$ cat config.mk
export PLATFORM = sky130hd
export DESIGN_NAME = edf_tick_scheduler_core
export DESIGN_NICKNAME = d
export VERILOG_FILES = /design/src/rtl/edft_pkg.sv /design/src/rtl/edf_tick_scheduler_core.sv
export SDC_FILE = /design/constraint.sdc
export NUM_CORES = 2
export LEC_CHECK = 0
export BUFFER_PORTS_ARGS = -buffer_cell sky130_fd_sc_hd__buf_2
export CORE_MARGIN = 4
export CORE_UTILIZATION = 35
export DETAILED_ROUTE_END_ITERATION = 7
export PLACE_DENSITY_LB_ADDON = 0.1
export SLEW_MARGIN = 20
export SYNTH_ARGS = -nofsm -noshare
export SYNTH_HDL_FRONTEND = slang
export SYNTH_SLANG_ARGS = --single-unit
$ cat constraint.sdc
create_clock -name clock -period 34.1 [get_ports clock]
set_input_delay 1.705 -clock clock [delete_from_list [all_inputs] [get_ports clock]]
set_output_delay 1.705 -clock clock [all_outputs]
set_load 0.1 [all_outputs]
$ cat src/rtl/edft_pkg.sv
// ---------------------------------------------------------------------------
// EDF tick scheduler package
// Shared sizes, register indexes and task field helpers.
// ---------------------------------------------------------------------------
package edft_pkg;

   localparam int MAX_TASKS      = 8;
   localparam int TIME_BITS      = 10;
   localparam int FIELD_BITS     = 10;
   localparam int TASK_BITS      = 3 * FIELD_BITS;
   localparam int SLOT_COUNT     = 8;
   localparam int TASK_REG_COUNT = SLOT_COUNT / 2;
   localparam int REG_BITS       = 2 * TASK_BITS;
   localparam int ACTIVE_BITS    = 4;
   localparam int CSR_INDEX_BITS = 3;
   localparam int TASK_ID_BITS   = 3;
   localparam int MISS_BITS      = 8;

   // register indexes
   localparam logic [CSR_INDEX_BITS-1:0] CSR_ACTIVE_TASKS    = 3'd0;
   localparam logic [CSR_INDEX_BITS-1:0] CSR_TASKS_ZERO_ONE  = 3'd1;
   localparam logic [CSR_INDEX_BITS-1:0] CSR_TASKS_TWO_THREE = 3'd2;
   localparam logic [CSR_INDEX_BITS-1:0] CSR_TASKS_FOUR_FIVE = 3'd3;
   localparam logic [CSR_INDEX_BITS-1:0] CSR_TASKS_SIX_SEVEN = 3'd4;

   // field selectors within one task
   localparam int FIELD_EXEC     = 0;
   localparam int FIELD_DEADLINE = 1;
   localparam int FIELD_PERIOD   = 2;

   typedef logic [TIME_BITS-1:0] time_type;
   typedef logic [TASK_REG_COUNT-1:0][REG_BITS-1:0] task_regs_type;

   // pull one 10-bit field of one task and fit it to the counter width
   function automatic time_type task_field(input task_regs_type regs, input int task_id,
                                           input int which);
      logic [REG_BITS-1:0]   reg_word;
      logic [FIELD_BITS-1:0] raw;
      logic [15:0]           wide;
      reg_word = regs[task_id >> 1];
      raw      = reg_word[(task_id & 1) * TASK_BITS + which * FIELD_BITS +: FIELD_BITS];
      wide     = 16'(raw);
      return wide[TIME_BITS-1:0];
   endfunction

endpackage

$ cat src/rtl/edf_tick_scheduler_core.sv
// ---------------------------------------------------------------------------
// EDF tick scheduler core
// Earliest-deadline-first selection and counter update for periodic tasks.
// ---------------------------------------------------------------------------
// Result beats are registered: a result beat appears in the cycle after its request beat is taken.
// Throughput: one tick per cycle unless a held result stalls the request side; the
//   combinational 8-way deadline compare and counter update close the loop on the task state.
// Reset (synchronous, active high): clears configuration, all task counters
//   and the result valid; request stall is held high while in reset.
module edf_tick_scheduler_core (
   input  logic                                   clock,
   input  logic                                   reset,
   // configuration write port
   input  logic                                   csr_we,
   input  logic [edft_pkg::CSR_INDEX_BITS-1:0]    csr_index,
   input  logic [edft_pkg::REG_BITS-1:0]          csr_wdata,
   // tick requests
   input  logic                                   req_valid,
   output logic                                   req_stall,
   input  logic                                   req_restart,
   // schedule results
   output logic                                   rsp_valid,
   input  logic                                   rsp_stall,
   output logic [edft_pkg::TASK_ID_BITS-1:0]      rsp_running_task,
   output logic                                   rsp_idle,
   output logic [edft_pkg::MISS_BITS-1:0]         rsp_miss_mask
);

   // configuration
   logic [edft_pkg::ACTIVE_BITS-1:0] active_tasks_ff;
   edft_pkg::task_regs_type          task_regs_ff;

   // per-task counters, one lane per task
   edft_pkg::time_type cap_ff   [edft_pkg::MAX_TASKS];
   edft_pkg::time_type dl_ff    [edft_pkg::MAX_TASKS];
   edft_pkg::time_type phase_ff [edft_pkg::MAX_TASKS];
   edft_pkg::time_type cap_in   [edft_pkg::MAX_TASKS];
   edft_pkg::time_type dl_in    [edft_pkg::MAX_TASKS];
   edft_pkg::time_type phase_in [edft_pkg::MAX_TASKS];

   // result register
   logic                                rsp_valid_ff, rsp_valid_in;
   logic [edft_pkg::TASK_ID_BITS-1:0]   running_ff, running_in;
   logic                                idle_ff, idle_in;
   logic [edft_pkg::MISS_BITS-1:0]      miss_ff, miss_in;

   logic take;

   // Hold the request side in reset and while a finished beat waits downstream.
   assign req_stall = reset | (rsp_valid_ff & rsp_stall);
   assign take      = req_valid & ~req_stall;

   assign rsp_valid        = rsp_valid_ff;
   assign rsp_running_task = running_ff;
   assign rsp_idle         = idle_ff;
   assign rsp_miss_mask    = miss_ff;

   // ------------------------------------------------------------------
   // Configuration writes; unknown indexes drop silently.
   // ------------------------------------------------------------------
   always_ff @(posedge clock) begin
      if (reset) begin
         active_tasks_ff <= '0;
         task_regs_ff    <= '0;
      end else if (csr_we) begin
         case (csr_index)
            edft_pkg::CSR_ACTIVE_TASKS: begin
               active_tasks_ff <= csr_wdata[edft_pkg::ACTIVE_BITS-1:0];
            end
            edft_pkg::CSR_TASKS_ZERO_ONE: begin
               task_regs_ff[0] <= csr_wdata;
            end
            edft_pkg::CSR_TASKS_TWO_THREE: begin
               task_regs_ff[1] <= csr_wdata;
            end
            edft_pkg::CSR_TASKS_FOUR_FIVE: begin
               task_regs_ff[2] <= csr_wdata;
            end
            edft_pkg::CSR_TASKS_SIX_SEVEN: begin
               task_regs_ff[3] <= csr_wdata;
            end
            default: begin
            end
         endcase
      end
   end

   // ------------------------------------------------------------------
   // One tick: optional restart, EDF pick, service, then period/deadline
   // advance for every active lane.
   // ------------------------------------------------------------------
   always_comb begin
      logic [edft_pkg::ACTIVE_BITS-1:0]  n;
      edft_pkg::time_type                cap0   [edft_pkg::MAX_TASKS];
      edft_pkg::time_type                dl0    [edft_pkg::MAX_TASKS];
      edft_pkg::time_type                ph0    [edft_pkg::MAX_TASKS];
      edft_pkg::time_type                cap1   [edft_pkg::MAX_TASKS];
      edft_pkg::time_type                best;
      edft_pkg::time_type                period;
      edft_pkg::time_type                period_last;
      logic                              found;
      logic [edft_pkg::TASK_ID_BITS-1:0] pick;
      logic [edft_pkg::MISS_BITS-1:0]    miss;

      // clamp the task count to the lanes that exist
      if (active_tasks_ff > edft_pkg::ACTIVE_BITS'(edft_pkg::MAX_TASKS)) begin
         n = edft_pkg::ACTIVE_BITS'(edft_pkg::MAX_TASKS);
      end else begin
         n = active_tasks_ff;
      end

      // restart reloads every lane before the tick
      for (int t = 0; t < edft_pkg::MAX_TASKS; t++) begin
         if (req_restart) begin
            cap0[t] = edft_pkg::task_field(task_regs_ff, t, edft_pkg::FIELD_EXEC);
            dl0[t]  = edft_pkg::task_field(task_regs_ff, t, edft_pkg::FIELD_DEADLINE);
            ph0[t]  = '0;
         end else begin
            cap0[t] = cap_ff[t];
            dl0[t]  = dl_ff[t];
            ph0[t]  = phase_ff[t];
         end
      end

      // smallest countdown among lanes with capacity; strict less keeps
      // the lowest index on ties
      found = 1'b0;
      best  = '0;
      pick  = '0;
      for (int t = 0; t < edft_pkg::MAX_TASKS; t++) begin
         if ((edft_pkg::ACTIVE_BITS'(t) < n) && (cap0[t] != '0) &&
             (!found || (dl0[t] < best))) begin
            found = 1'b1;
            best  = dl0[t];
            pick  = edft_pkg::TASK_ID_BITS'(t);
         end
      end

      // take one unit from the winner only
      for (int t = 0; t < edft_pkg::MAX_TASKS; t++) begin
         if (found && (pick == edft_pkg::TASK_ID_BITS'(t))) begin
            cap1[t] = cap0[t] - 1'b1;
         end else begin
            cap1[t] = cap0[t];
         end
      end

      // reload at period end, else count the deadline down and flag misses
      miss = '0;
      for (int t = 0; t < edft_pkg::MAX_TASKS; t++) begin
         period      = edft_pkg::task_field(task_regs_ff, t, edft_pkg::FIELD_PERIOD);
         period_last = period - 1'b1;
         cap_in[t]   = cap1[t];
         dl_in[t]    = dl0[t];
         phase_in[t] = ph0[t];
         if (edft_pkg::ACTIVE_BITS'(t) < n) begin
            if ((period != '0) && (ph0[t] == period_last)) begin
               cap_in[t]   = edft_pkg::task_field(task_regs_ff, t, edft_pkg::FIELD_EXEC);
               dl_in[t]    = edft_pkg::task_field(task_regs_ff, t,
                                                  edft_pkg::FIELD_DEADLINE);
               phase_in[t] = '0;
            end else begin
               if (dl0[t] != '0) begin
                  dl_in[t] = dl0[t] - 1'b1;
               end else if (cap1[t] != '0) begin
                  miss[t] = 1'b1;
               end
               phase_in[t] = ph0[t] + 1'b1;
            end
         end
      end

      running_in = found ? pick : '0;
      idle_in    = ~found;
      miss_in    = miss;
   end

   // Advance the task state on every taken beat.
   always_ff @(posedge clock) begin
      if (reset) begin
         for (int t = 0; t < edft_pkg::MAX_TASKS; t++) begin
            cap_ff[t]   <= '0;
            dl_ff[t]    <= '0;
            phase_ff[t] <= '0;
         end
      end else if (take) begin
         for (int t = 0; t < edft_pkg::MAX_TASKS; t++) begin
            cap_ff[t]   <= cap_in[t];
            dl_ff[t]    <= dl_in[t];
            phase_ff[t] <= phase_in[t];
         end
      end
   end

   // Result beat: load on take, hold while the consumer stalls.
   assign rsp_valid_in = take | (rsp_valid_ff & rsp_stall);

   always_ff @(posedge clock) begin
      if (reset) begin
         rsp_valid_ff <= 1'b0;
      end else begin
         rsp_valid_ff <= rsp_valid_in;
      end
   end

   always_ff @(posedge clock) begin
      if (take) begin
         running_ff <= running_in;
         idle_ff    <= idle_in;
         miss_ff    <= miss_in;
      end
   end

endmodule

## Word level (Yosys, flattened, before mapping)

Memory sizes are Yosys's and may differ from the RTL's.
Cells that the tools add are included.

- Flip-flop bits (word level): 257
- Bits in writable memories: 240
- Input bits: 69
- Output and inout port bits: 14
- Logic and storage cells: 364
- Memories kept: 3

Memory list:

| name | words | width | rd ports | clocked after Yosys merged registers in | write ports | line | RTL |
|---|---|---|---|---|---|---|---|
| cap_ff | 8 | 10 | 8 | 0 | 8 | edf_tick_scheduler_core.sv:34 | `edft_pkg::time_type cap_ff [edft_pkg::MAX_TASKS];` |
| dl_ff | 8 | 10 | 8 | 0 | 8 | edf_tick_scheduler_core.sv:35 | `edft_pkg::time_type dl_ff [edft_pkg::MAX_TASKS];` |
| phase_ff | 8 | 10 | 8 | 0 | 8 | edf_tick_scheduler_core.sv:36 | `edft_pkg::time_type phase_ff [edft_pkg::MAX_TASKS];` |

- Add/subtract/negate cells: 32
- Magnitude comparators: 16
- Equal/unequal tests: 19
- Mux-type cells: 148
- Bitwise logic cells: 38
- Reductions and logical operators: 92

Operators with widths:

| operator | count |
|---|---|
| 10-bit two-way mux | 119 |
| 10-bit nonzero test | 32 |
| 10-bit by 1-bit subtractor with 10-bit output, second input constant | 24 |
| 10-bit by 1-bit adder with 10-bit output, second input constant | 8 |
| 10-bit equality test | 8 |
| 10-bit < comparator | 7 |
| 1-bit logical AND | 31 |
| 1-bit bitwise OR | 26 |
| 3-bit OR reduction | 8 |
| 1-bit two-way mux | 22 |
| 3-bit two-way mux | 6 |
| 3-bit by 4-bit < comparator with 1-bit output, first input constant | 4 |
| 3-bit equality test, second input constant | 5 |
| 3-bit by 2-bit equality test with 1-bit output, second input constant | 4 |
| 1-bit NOT | 10 |
| 2-bit AND reduction | 5 |
| 1-bit by 4-bit < comparator with 1-bit output, first input constant | 2 |
| 2-bit by 4-bit < comparator with 1-bit output, first input constant | 2 |
| 1-bit logical NOT | 7 |
| 1-bit logical OR | 7 |
| 3-bit by 1-bit equality test with 1-bit output, second input constant | 2 |
| 3-bit logical NOT | 2 |
| 4-bit > comparator, second input constant | 1 |
| 4-bit two-way mux | 1 |
| 1-bit bitwise AND | 2 |

## Longest topological paths before layout

- Depth in word-level cells: 39
- Depth in mapped cells: 101
- Depth with buffers taken out: 78

## Worst setup path before layout

OpenSTA, ideal clock, no wires.

- Path type: input -> register
- Start: input req_restart
- End: memory cap_ff[1][39] (netlist name) (data pin)
- Setup time: 0.270 ns
- Arrival time: 19.520 ns
- Required time: 33.830 ns
- Slack: 14.310 ns
- Stages: 88
- Buffers on the path: 22
- Cell sequence: buf_4 -> buf_4 -> buf_6 -> buf_6 -> buf_6 -> buf_6 -> buf_6 -> buf_4 -> buf_4 -> buf_4 -> buf_4 -> buf_4 -> buf_4 -> mux2i_1 -> ha_1 -> nand4_2 -> o21a_1 -> clkbuf_1 -> (+52 left out) -> nand2b_1 -> nor4_2 -> o31ai_4 -> clkbuf_1 -> mux2i_1 -> ha_1 -> nor2b_1 -> o21ai_0 -> nand2b_1 -> a21oi_1 -> o21ai_0 -> or3_1 -> o31a_2 -> nand2_2 -> or4b_1 -> or2_0 -> a31oi_1 -> a21oi_1

RTL lines:

| what | line | RTL |
|---|---|---|
| start: declaration | edf_tick_scheduler_core.sv:20 | `input logic req_restart,` |
| end: declaration | edf_tick_scheduler_core.sv:34 |  |

==> impl_metrics.py <==
metrics = {
    "timing": {
        "worst_pin_slew_ns": 1.100,
        "setup_ws_ns": 14.04,
        "fin_skew_ns": 0.03082,
        "setup_tns_ns": 0,
        "relSlewSlack": 0.2669,
        "rsz0062_at_grt": "no",
        "hold_viol_final": 0,
        "timing.final.crit_period_ns": 20.06,
        "setup_viol": 0,
        "finalCritPeriodShare": 0.5883,
        "clock.fmax_mhz": 49.85,
        "drv_slew": 0,
    },
    "global_route": {
        "grt_pass1_vias": 27590,
        "antenna_found_initial": 6,
        "grt_start_max_net_pins": 146,
        "grtUsageTotal": 0.2223,
        "grt_pass1_wl_um": 170600,
        "overflow": 0,
    },
    "critical_path": {
        "arrival_ns": 20.47,
        "crit_top_cell": "ha_1",
        "crit_type": "in -> reg",
        "reg2reg_depth": 73,
        "r2r-start": "active_tasks_ff[1]",
        "cp-end-kind": "register",
        "worstPathRequired_ns": 34.51,
        "slowest_stage": "o31ai_4",
        "cp-start-kind": "input port",
        "crit_fanout": 68,
        "reg2reg_slack_ns": 15.73,
        "reg2reg_to": "cap_ff[0][26]",
        "cpPeakStageDelay_ns": 0.75,
    },
    "cts": {
        "cts_sinks": 497,
        "clk_latency_ns": 0.63,
        "postCtsResizedCells": 0,
        "cts_setup_buffers": 0,
        "clk_root_buffer_cell": "clkbuf_16",
        "ctsHtreeMaxLevel": 3,
        "ctsHoldBuffers": 0,
        "clk_pin_slew_ns": 0.06,
        "numCtsBuffers": 66,
        "cts_buffer_depth": 3,
        "cts_tree": "yes",
    },
    "drt": {
        "via_per_inst": 5.429,
        "via_count": 28930,
        "wl_met3_um": 5701,
        "drt-total-wl_um": 112300,
        "drc": 0,
        "topRoutingLayerUsed": "met4",
        "drtAntennaViolNets": 0,
        "wl_met1_um": 53480,
        "first_pass_iters": 5,
        "wl_met2_um": 50260,
        "avgRoutedWirePerCell_um": 21.08,
        "first_iter_violations": 2012,
    },
    "floorplanning": {
        "core.rowCount": 112,
        "fp.dieH_um": 314.3,
        "start_util": 0.3523,
        "die_area_mm2": 0.09878,
        "die_w_um": 314.3,
        "core-area_mm2": 0.09319,
        "ioPinCount": 83,
    },
    "synthesis": {
        "yosysSeqAreaShare": 0.3798,
        "async_flop_share": 0,
        "synthFlopType": "edfxtp_1",
        "yosys.area.top_type_share": 0.2305,
        "synthTopCellsByArea": "edfxtp_1 23%, dfxtp_1 15%, nand2_1 9.6%",
        "synth_warnings": 0,
        "synth.largest_area_cell": "edfxtp_1",
        "synthCells": 4035,
        "avgSynthCellArea_um2": 8.138,
        "synth_seq_cells": 497,
        "netlist_area_mm2": 0.03284,
        "synth-edff-count": 252,
        "synth_nets": 4199,
        "yosysUniqueCellTypes": 101,
    },
    "final_layout": {
        "drive_above_1_share": 0.09678,
        "post-route-util": 0.3930,
        "fillers": 9620,
        "ff_latch_area_mm2": 0.01247,
        "syn_to_final_growth_pct": 11.52,
        "multi_input_area_mm2": 0.01907,
        "layout.nets": 4184,
        "stdcell_area_mm2": 0.03662,
    },
    "placed_design": {
        "io_buffers": 82,
        "dp_hpwl_um": 77810,
        "dp_slack_ns": 13.73,
        "gp_congestion": 0.8768,
        "placed_area_mm2": 0.03435,
    },
    "pwr": {
        "power_density_mw_per_mm2": 45.80,
        "p_leak_nw": 13.33,
        "peakVddDrop_v": 0.00003028,
    },
    "worst_hold_path": {
        "hold_path.class": "reg -> reg",
        "worstHoldEndpoint": "task_regs_ff[138]",
        "hold_path_depth": 2,
        "hold_start": "task_regs_ff[138]",
    },
    "run": {
        "max-cap-violations": 0,
    },
    "status": {
        "status": "finished clean",
    },
}
[cells by family after synthesis]
group / synth area share
flops: 0.3798
simple gates: 0.2573
fa+ha+maj: 0.03620
compound gates: 0.1472
buf+inv: 0.04119
xor+xnor: 0.07122
mux: 0.06707
[cells in the mapped netlist, types with 11 or more instances]
master,instances
nand2_1,843
a21oi_1,480
nor2_1,291
edfxtp_1,252
dfxtp_1,245
xnor2_1,188
nor3_1,166
clkbuf_1,161
mux2i_1,134
o21ai_0,127
nand3_1,123
inv_1,96
ha_1,95
xor2_1,79
nor2b_1,78
mux2_2,73
nand4_1,45
nor4_1,39
or3_1,38
nand2b_1,36
a21o_1,33
and3_1,33
buf_2,31
a31oi_1,21
a211oi_1,20
nand3b_1,20
and2_1,16
or2_2,16
or4_1,16
o21a_1,15
buf_4,13
nor3b_1,12
nor4b_1,11
o211ai_1,11
o31ai_1,11
[where the power goes]
| part | internal (mW) | leakage, nW | switching [mW] |
|---|---|---|---|
| registers | 0.657 | 4.65 | 0.0174 |
| logic | 0.0938 | 7.57 | 0.180 |
| clock network | 0.440 | 1.12 | 0.289 |
| total | 1.19 | 13.3 | 0.486 |
[critical path: cells and delay by family]
kind / cells / cell delay, ns
buf+inv: 4 / 1.43
fa+ha+maj: 7 / 2.15
compound gates: 34 / 8.27
mux: 5 / 1.77
simple gates: 23 / 4.92
[through the flow]
step                      std cells  hold WS [ns]  total power, mW
after global routing           5327        0.4836            1.752
after detailed placement       5206        0.4610           0.9582
final                          5328        0.4698            1.677
after floorplan                4035        0.4413           0.8810
after global placement         5206        0.4553           0.9592
after CTS                      5325        0.4703            1.698
[worst max-delay path by stage]
| stage | endpoint | from | slack (ns) | depth (start not counted) |
|---|---|---|---|---|
| floorplan | cap_ff[1][39] | req_restart | 14.31 | 88 |
| global placement | rsp_miss_mask[3] | req_restart | 13.99 | 72 |
| detailed placement | cap_ff[0][26] | req_restart | 13.73 | 72 |
| CTS | rsp_miss_mask[3] | req_restart | 14.36 | 72 |
| global route | rsp_miss_mask[3] | req_restart | 12.56 | 73 |
| finish | cap_ff[0][26] | req_restart | 14.04 | 73 |
[state kept, by name (all words and copies together), names as in the netlist]
register and flops:
phase_ff 80, task_regs_ff 240, dl_ff 80, rsp_running_task 3, active_tasks_ff 4, rsp_miss_mask 8, rsp_idle 1, cap_ff 80
rsp_valid 1
[layout make-up]
cell class	count	area share
multi-input combinational	3219	0.5207
antenna	3	0.0002050
clock inverter	26	0.008440
inverter	96	0.009840
sequential	497	0.3406
timing repair buffer	140	0.02399
clock buffer	93	0.05344
tap	1254	0.04285
[cells in the final DEF (no fill, tap or decap), types with 10 or more instances in the layout]
master,n
clkbuf_16,69
o21a_1,15
xor2_1,79
nor2b_1,78
ha_1,95
inv_1,94
or2_2,16
mux2i_1,134
nor2_1,289
nor3_1,166
or3_1,38
and2_1,16
and3_1,31
a21oi_1,479
o211ai_1,11
nand4_1,45
or4_1,16
o21ai_0,126
mux2_2,73
nor4b_1,11
nand3b_1,20
a211oi_1,20
o31ai_1,11
nand2b_1,35
edfxtp_1,252
nor4_1,39
a21o_1,33
a31oi_1,21
clkinv_2,11
nand2_1,842
nor3b_1,12
xnor2_1,188
buf_2,80
nand3_1,121
clkbuf_8,14
buf_4,57
clkbuf_1,10
dfxtp_1,245
[routing by layer]
layer | vias to the layer above | track usage
met5 | - | 0
met4 | 0 | 0.06660
met3 | 150 | 0.03838
met2 | 637 | 0.3551
met1 | 13950 | 0.3081
li1 | 14200 | -
Note: power is estimated with default switching activity, not from simulation.
